==> config.mk <==
export PLATFORM = sky130hd
export DESIGN_NAME = sfc_hash
export DESIGN_NICKNAME = d
export VERILOG_FILES = /design/src/hdl/sfc_hash.sv
export SDC_FILE = /design/constraint.sdc
export NUM_CORES = 1
export LEC_CHECK = 0
export BUFFER_PORTS_ARGS = -buffer_cell sky130_fd_sc_hd__buf_2
export CAP_MARGIN = 10
export CORE_AREA = 3 3 40 42
export DETAILED_ROUTE_END_ITERATION = 7
export DIE_AREA = 0 0 43 45
export SETUP_SLACK_MARGIN = 0.4
export SLEW_MARGIN = 0
export SYNTH_ARGS = -nofsm -noshare
export SYNTH_HDL_FRONTEND = slang
export SYNTH_SLANG_ARGS = --single-unit
export TNS_END_PERCENT = 1
==> constraint.sdc <==
create_clock -name vclk -period 0.8
set_clock_uncertainty 0.05 [all_clocks]
set_input_delay 0.2 -clock vclk [all_inputs]
set_output_delay 0.2 -clock vclk [all_outputs]
set_load 0.1 [all_outputs]
==> src/hdl/sfc_hash.sv <==
// Bucket hash: XOR fold of the source address in HASH_BITS wide chunks.
`timescale 1ns / 1ps
module sfc_hash #(
  parameter int unsigned HASH_BITS = 9
) (
  input  logic [31:0]          addr_i,
  output logic [HASH_BITS-1:0] bucket_o
);

  localparam int unsigned Chunks = (32 + HASH_BITS - 1) / HASH_BITS;

  // Fold all chunks of the address together.
  always_comb begin
    logic [31:0] acc;
    acc = '0;
    for (int k = 0; k < Chunks; k++) begin
      acc = acc ^ (addr_i >> (k * HASH_BITS));
    end
    bucket_o = acc[HASH_BITS-1:0];
  end

endmodule

==> results by group <==
Status
  • Status: finished, violations left
  • Failing checks: negative setup slack

Critical path
  • CP Max Fanout: 1
  • Buf/Inv on CP: 2
  • Most used cell, CP: xnor2_4
  • Delay-heaviest family, CP: XOR/XNOR gates
  • Crit path DAT: 0.89 ns
  • Critical path cell sequence: buf_8 -> xnor2_4 -> xnor2_4 -> buf_12
  • CP required: 0.55 ns
  • Slowest CP cell: xnor2_4
  • Worst Setup Path Type: primary input to output port
  • Worst setup SP type: primary input
  • Max incr delay on CP: 0.22 ns
  • Critical Path Sink Type: output port

GRT
  • Tot GR Track Use: 16.8%
  • Pin count of the biggest net entering global routing: 2
  • Initial antenna violation count: 0
  • Vias in the first global route: 407
  • First-pass GRT wire length: 2270 um
  • Gr ovfl total: 0

Timing
  • Slew HR: 86.1%
  • Final period utilization: 142%
  • RSZ-0062 raised after global routing: true
  • Final setup viols: 9
  • Tightest Pin Transition: 0.209 ns
  • Min Hold Slack: 0.723 ns
  • Minimum clock period: 1.14 ns
  • Max Fclk: 880 MHz
  • Final Hold Fails: 0
  • Final Slew Violations: 0
  • Final WS setup: -0.336 ns
  • Setup TNS: -2.81 ns

Floorplanning
  • Die height: 45 um
  • Die width: 43 um
  • Area of the core: 0.00128 mm^2
  • Area of the die: 0.00194 mm^2
  • Row cnt: 13
  • Initial core utilization: 15.7%
  • # IOs: 41

Cells and area
  • CLK BUF: 0
  • Area delta synth->final: 475%
  • ANT cells: 0
  • Register cell area after layout: 0 um^2
  • Final instance area: 0.00116 mm^2
  • Seq Cell Count: 0
  • Share of cells above drive strength 1: 100%
  • Final nets: 98

Detailed routing
  • Max layer used: met3
  • Via count: 316
  • DRT iter0 DRCs: 0
  • Vias/cell: 4.00
  • DRC: 0
  • WL met1: 275 um
  • Per-cell routed wire length: 17.2 um
  • WL met2: 995 um
  • DR pass1 iterations: 1
  • Final WL: 1360 um
  • Antenna-violating nets left: 0
  • Met3 WL: 86 um

Logic synthesis
  • Largest cells by area after synthesis: xnor2_1, xor2_1
  • Syn Area/Cell: 8.76 um^2
  • Synth Instances: 23
  • Post-synth cell types: 2
  • Mapped Area: 201 um^2
  • Area leader, netlist: xnor2_1
  • Post-synthesis sequential area ratio: 0%
  • Count leader, synth: xnor2_1
  • Synth top area share: 78.3%
  • Commonest cells in the netlist: xnor2_1, xor2_1
  • Syn nets: 55
  • Ys Warns: 0

CTS
  • Hold Buf Count CTS: 0

Power and ir drop
  • P_leak: 0.469 nW
  • Pwr dens: 1510 mW/mm^2
  • VDD IR-drop max: 1.07 mV

Run
  • Max cap viols: 0

Placement
  • GPL Wtd Cong: 0.611
  • I/O Buffers: 41
  • Post-place setup slack: -0.360 ns
  • Placed inst area: 992 um^2

Hold path
  • Worst hold-check path type: primary input to output port
## per-layer routing
layer  vias up  track usage [%]
met5         -                0
met1       151             13.7
met4         0                0
met2        18             41.9
met3         0             1.59
li1        147                -
## repair_timing
action / 4_1_cts / 5_1_grt
buffers inserted: 0 / 0
gates cloned: 0 / 0
resized for setup: 52 / 0
endpoints found under the setup margin: 9 / 9
pin swaps: 23 / 2
## final timing paths
| check | startpoint | endpoint | cells past startpoint |
|---|---|---|---|
| min | addr_i[16] | bucket_o[7] | 3 |
| max | addr_i[24] | bucket_o[6] | 4 |
## stage by stage
| stage | util, % | instances | power, mW |
|---|---|---|---|
| finish | 90.2 | 79 | 1.74 |
| floorplan | - | 23 | 1.09 |
| global route | 90.2 | 79 | 1.79 |
| global placement | 77.2 | 79 | 1.64 |
| CTS | 90.2 | 79 | 1.75 |
| detailed placement | 77.2 | 79 | 1.66 |
## cell usage in the layout, fill, tap and decap left out
| master | instances |
|---|---|
| buf_12 | 9 |
| buf_2 | 9 |
| buf_4 | 3 |
| buf_6 | 11 |
| buf_8 | 9 |
| xnor2_4 | 18 |
| xor2_4 | 5 |
## cells by family after synthesis
family	after synthesis	synth area share (%)
xor+xnor	23	100
## power breakdown
part | leakage, nW | total [mW] | switching [mW] | internal [mW]
sequential | 0 | 0 | 0 | 0
combinational | 0.469 | 1.74 | 0.955 | 0.790
clock | 0 | 0 | 0 | 0
total | 0.469 | 1.74 | 0.955 | 0.790
## area by class of cell
cell class	instances	area, um^2
fillers	41	126
multi-input cells	23	633
well taps	15	18.8
repair buffers	41	507
Power figures use the tool's default switching activity.
