**config.mk**
```make
export PLATFORM = sky130hd
export DESIGN_NAME = sfc_ram
export DESIGN_NICKNAME = d
export VERILOG_FILES = /design/src/hdl/sfc_ram.sv
export SDC_FILE = /design/constraint.sdc
export NUM_CORES = 1
export LEC_CHECK = 0
export ABC_CLOCK_PERIOD_IN_PS = 3100
export BUFFER_PORTS_ARGS = -buffer_cell sky130_fd_sc_hd__buf_2
export CAP_MARGIN = 20
export CORE_MARGIN = 4
export CORE_UTILIZATION = 40
export DETAILED_ROUTE_END_ITERATION = 10
export GPL_TIMING_DRIVEN = 0
export PLACE_DENSITY = 0.56
export SLEW_MARGIN = 5
export SYNTH_ARGS = -nofsm -noshare
export SYNTH_HDL_FRONTEND = slang
export SYNTH_SLANG_ARGS = --single-unit
```
**constraint.sdc**
```tcl
create_clock -name clk_i -period 3.1 [get_ports clk_i]
set_input_delay 0.62 -clock clk_i [delete_from_list [all_inputs] [get_ports clk_i]]
set_output_delay 0.62 -clock clk_i [all_outputs]
set_load 0.05 [all_outputs]
```
**src/hdl/sfc_ram.sv**
```systemverilog
// Generic single-write, single-read RAM with registered read data.
`timescale 1ns / 1ps
module sfc_ram #(
  parameter int unsigned WIDTH = 8,
  parameter int unsigned DEPTH = 16
) (
  input  logic                     clk_i,
  input  logic                     we_i,
  input  logic [$clog2(DEPTH)-1:0] waddr_i,
  input  logic [WIDTH-1:0]         wdata_i,
  input  logic                     re_i,
  input  logic [$clog2(DEPTH)-1:0] raddr_i,
  output logic [WIDTH-1:0]         rdata_o
);

  logic [WIDTH-1:0] mem_q [DEPTH];

  // Write port.
  always_ff @(posedge clk_i) begin
    if (we_i) begin
      mem_q[waddr_i] <= wdata_i;
    end
  end

  // Registered read port.
  always_ff @(posedge clk_i) begin
    if (re_i) begin
      rdata_o <= mem_q[raddr_i];
    end
  end

endmodule

```
==> metrics.txt <==
status complete, no violations; DRT Pass-1 Iters 5; global-route wire length before repair 15500 um; synth top area cells edfxtp_1 (78%), mux4_2 (7.8%), mux4_1 (7.0%); Final #Nets 296; final max-slew violation count 0; #FFs+latches synth 136; worst stage delay on the critical path 0.56 ns; Gate Count Post-Synth 229; I/O pin count 27; yosys warns 0; r2r endpoint rdata_o[0]$_DFFE_PP_; Max Cap Viol 0; fin crit period 2.02 ns; Worst Hold Class in -> reg; register area share after synthesis 78.1%; worst hold path startpoint re_i; clock power share 42.9%; Reg2Reg Depth 3; clock root buffer clkbuf_16; Final Util 47.9%; Setup Total Neg Slack 0 ns; diodes inserted 0; critical path required time 3.20 ns; Int Pwr 3.24 mW; PnR Total Power 4.04 mW; H-tree levels 4; TritonCTS Buffers 17; total nets after synthesis 248; largest family of logic cells by synthesized area multiplexers; Worst Setup End Kind flip-flop; Core Region 12700 um2; Tcrit/Tclk final 65.2%; worst-margin pin slew 0.846 ns; GPL Wtd Cong 0.720; initial detailed-routing violation count 182; die area 15000 um2; CP Cell Sequence buf_2 > or3b_2 > nor3_1 > buf_2; row count 41; port buffer count 25; hold path depth 1; vias in the first global route 2524; Async SR Flop Fraction 0%; Residual DRC 0; Lkg Pwr 2.02 nW; effective utilization at floorplan 41.1%; post-route ant nets 0; sink of the worst hold path rdata_o[3]$_DFFE_PP_; reg2reg start mem_q[0][0]$_DFFE_PP_; PnR worst setup slack 1.08 ns; Worst-Skew Late Latency 0.41 ns; final setup skew 0.00723 ns; critical path class in -> reg; Seq pwr share 51.5%; CP max-delay cell nor3_1; grt ovf 0; Die Y 122 um; xor/xnor cell area share of the yosys netlist 0%; Wirelength per Cell 21.9 um; switching share of power 19.9%; Post-synth EDFFs 136; clk buf depth 2; RSZ-0062 raised after global routing no; Clock Sinks 136; Post-Synth Simple-Gate Area 3.14%; Die W 122 um; Detailed Place HPWL 6530 um; Yosys cell types 18; Routed WL 10100 um; P&R area growth vs syn 16.6%; Worst path most repeated cell buf_2; Combinational Power Share 5.6%; Startpoint Class input port; routed vias/inst 5.12; top cells by count, synth edfxtp_1 (136), mux4_2 (18), a22oi_1 (16); Worst-path clk slew 0.05 ns; ys flop type edfxtp_1; Yosys top cell area share 78.1%; Hold Vio Cnt, Final 0; CP startpoint waddr_i[2]; Avg Cell Area, Syn 22.8 um2; Top delay family on crit path simple AND/OR/NAND/NOR gates; vias after detailed routing 2357; ratio of cells with drive above 1 in the final layout 27.4%; Cell Pwr Density 663 nW/um2; CTS resizes 0; mux share of post-synthesis cell area 14.8%; Peak VDD IR 0.000319 V; maximum fanout along the worst path 5; Final setup violation count 0; Synth Cell Area 5230 um2; reg2reg setup slack 1.51 ns; hold buffer count at cts 0; largest net degree at the start of global routing 17; Post-Synth Adder-Cell Area 0%; initial antenna violation count 0; worst rel slew slack 43.1%; area fraction in compound gates after synthesis 2.30%; total track usage 15.1%; Crit path buffers/inverters 2; cell taking the most area after synthesis edfxtp_1; worst setup slack after placement 0.641 ns; maximum clock frequency 495 MHz; post-CTS setup buffers 0; CP arrival 2.12 ns; net switching power 0.803 mW; TritonCTS clock tree yes; most frequent cell after synthesis edfxtp_1
-- kinds of logic (layout without fill, tap and decap cells) --
kind of cell    Yosys count  in the layout
flops                   136            136
buf+inv                  10             69
compound gates           16             16
mux                      32             32
simple gates             35             35
-- routing by layer --
layer | vias to the layer above | GRT usage, % | wire [um]
met5 | - | 0 | 0
met4 | 0 | 7.00 | 199
met2 | 83 | 22.4 | 4670
met3 | 14 | 3.27 | 742
li1 | 1076 | - | -
met1 | 1184 | 21.4 | 4440
-- power by group through the flow --
stage | clock network [mW] | logic (mW) | registers [mW]
final | 1.73 | 0.226 | 2.08
after global routing | 1.85 | 0.244 | 2.08
after CTS | 1.77 | 0.230 | 2.08
after detailed placement | 0 | 0.230 | 2.12
after global placement | 0 | 0.225 | 2.12
after floorplan | 0 | 0.105 | 2.15
-- metrics by stage --
step | cell area [um2] | hold slack [ns] | instances
after CTS | 6100 | 0.534 | 460
after global placement | 5570 | 0.736 | 426
after floorplan | 5230 | 0.705 | 229
after global routing | 6100 | 0.549 | 460
final | 6100 | 0.550 | 460
after detailed placement | 5590 | 0.748 | 430
-- layout by cell type (no fill, tap or decap) --
cell and n:
a22oi_1 16, and2_1 1, and2b_1 1, buf_2 30, buf_4 3, buf_6 3, bufinv_16 1, clkbuf_1 7
clkbuf_16 17, clkdlybuf4s25_2 3, clkinv_1 2, clkinv_2 3, edfxtp_1 136, mux4_1 14, mux4_2 18, nand2_1 9
nand2b_1 2, nand3_1 1, nand3b_1 2, nor2_1 13, nor2b_1 1, nor3_1 4, or3b_2 1
-- worst max path at each step --
stage	slack (ns)	to	cells after the start
after global placement	0.37	mem_q[0][4]$_DFFE_PP_	3
after global routing	0.94	mem_q[0][4]$_DFFE_PP_	4
final	1.08	mem_q[0][3]$_DFFE_PP_	4
after floorplan	0.99	mem_q[0][0]$_DFFE_PP_	2
after detailed placement	0.64	mem_q[0][3]$_DFFE_PP_	4
after CTS	1.07	mem_q[0][4]$_DFFE_PP_	4
-- final cells by class --
type	count	area [um2]
Clock buffer	24	452
Multi-Input combinational cell	83	1060
Tap cell	172	215
Fill cell	1111	6630
Sequential cell	136	4080
Clock inverter	6	52.6
Timing Repair Buffer	29	150
Buffer	10	86.3
-- state kept, by name, indices dropped and copies added, names as in the netlist --
| signal | cells |
|---|---|
| mem_q | 128 |
| rdata_o | 8 |
(Power assumes the default switching activity.)
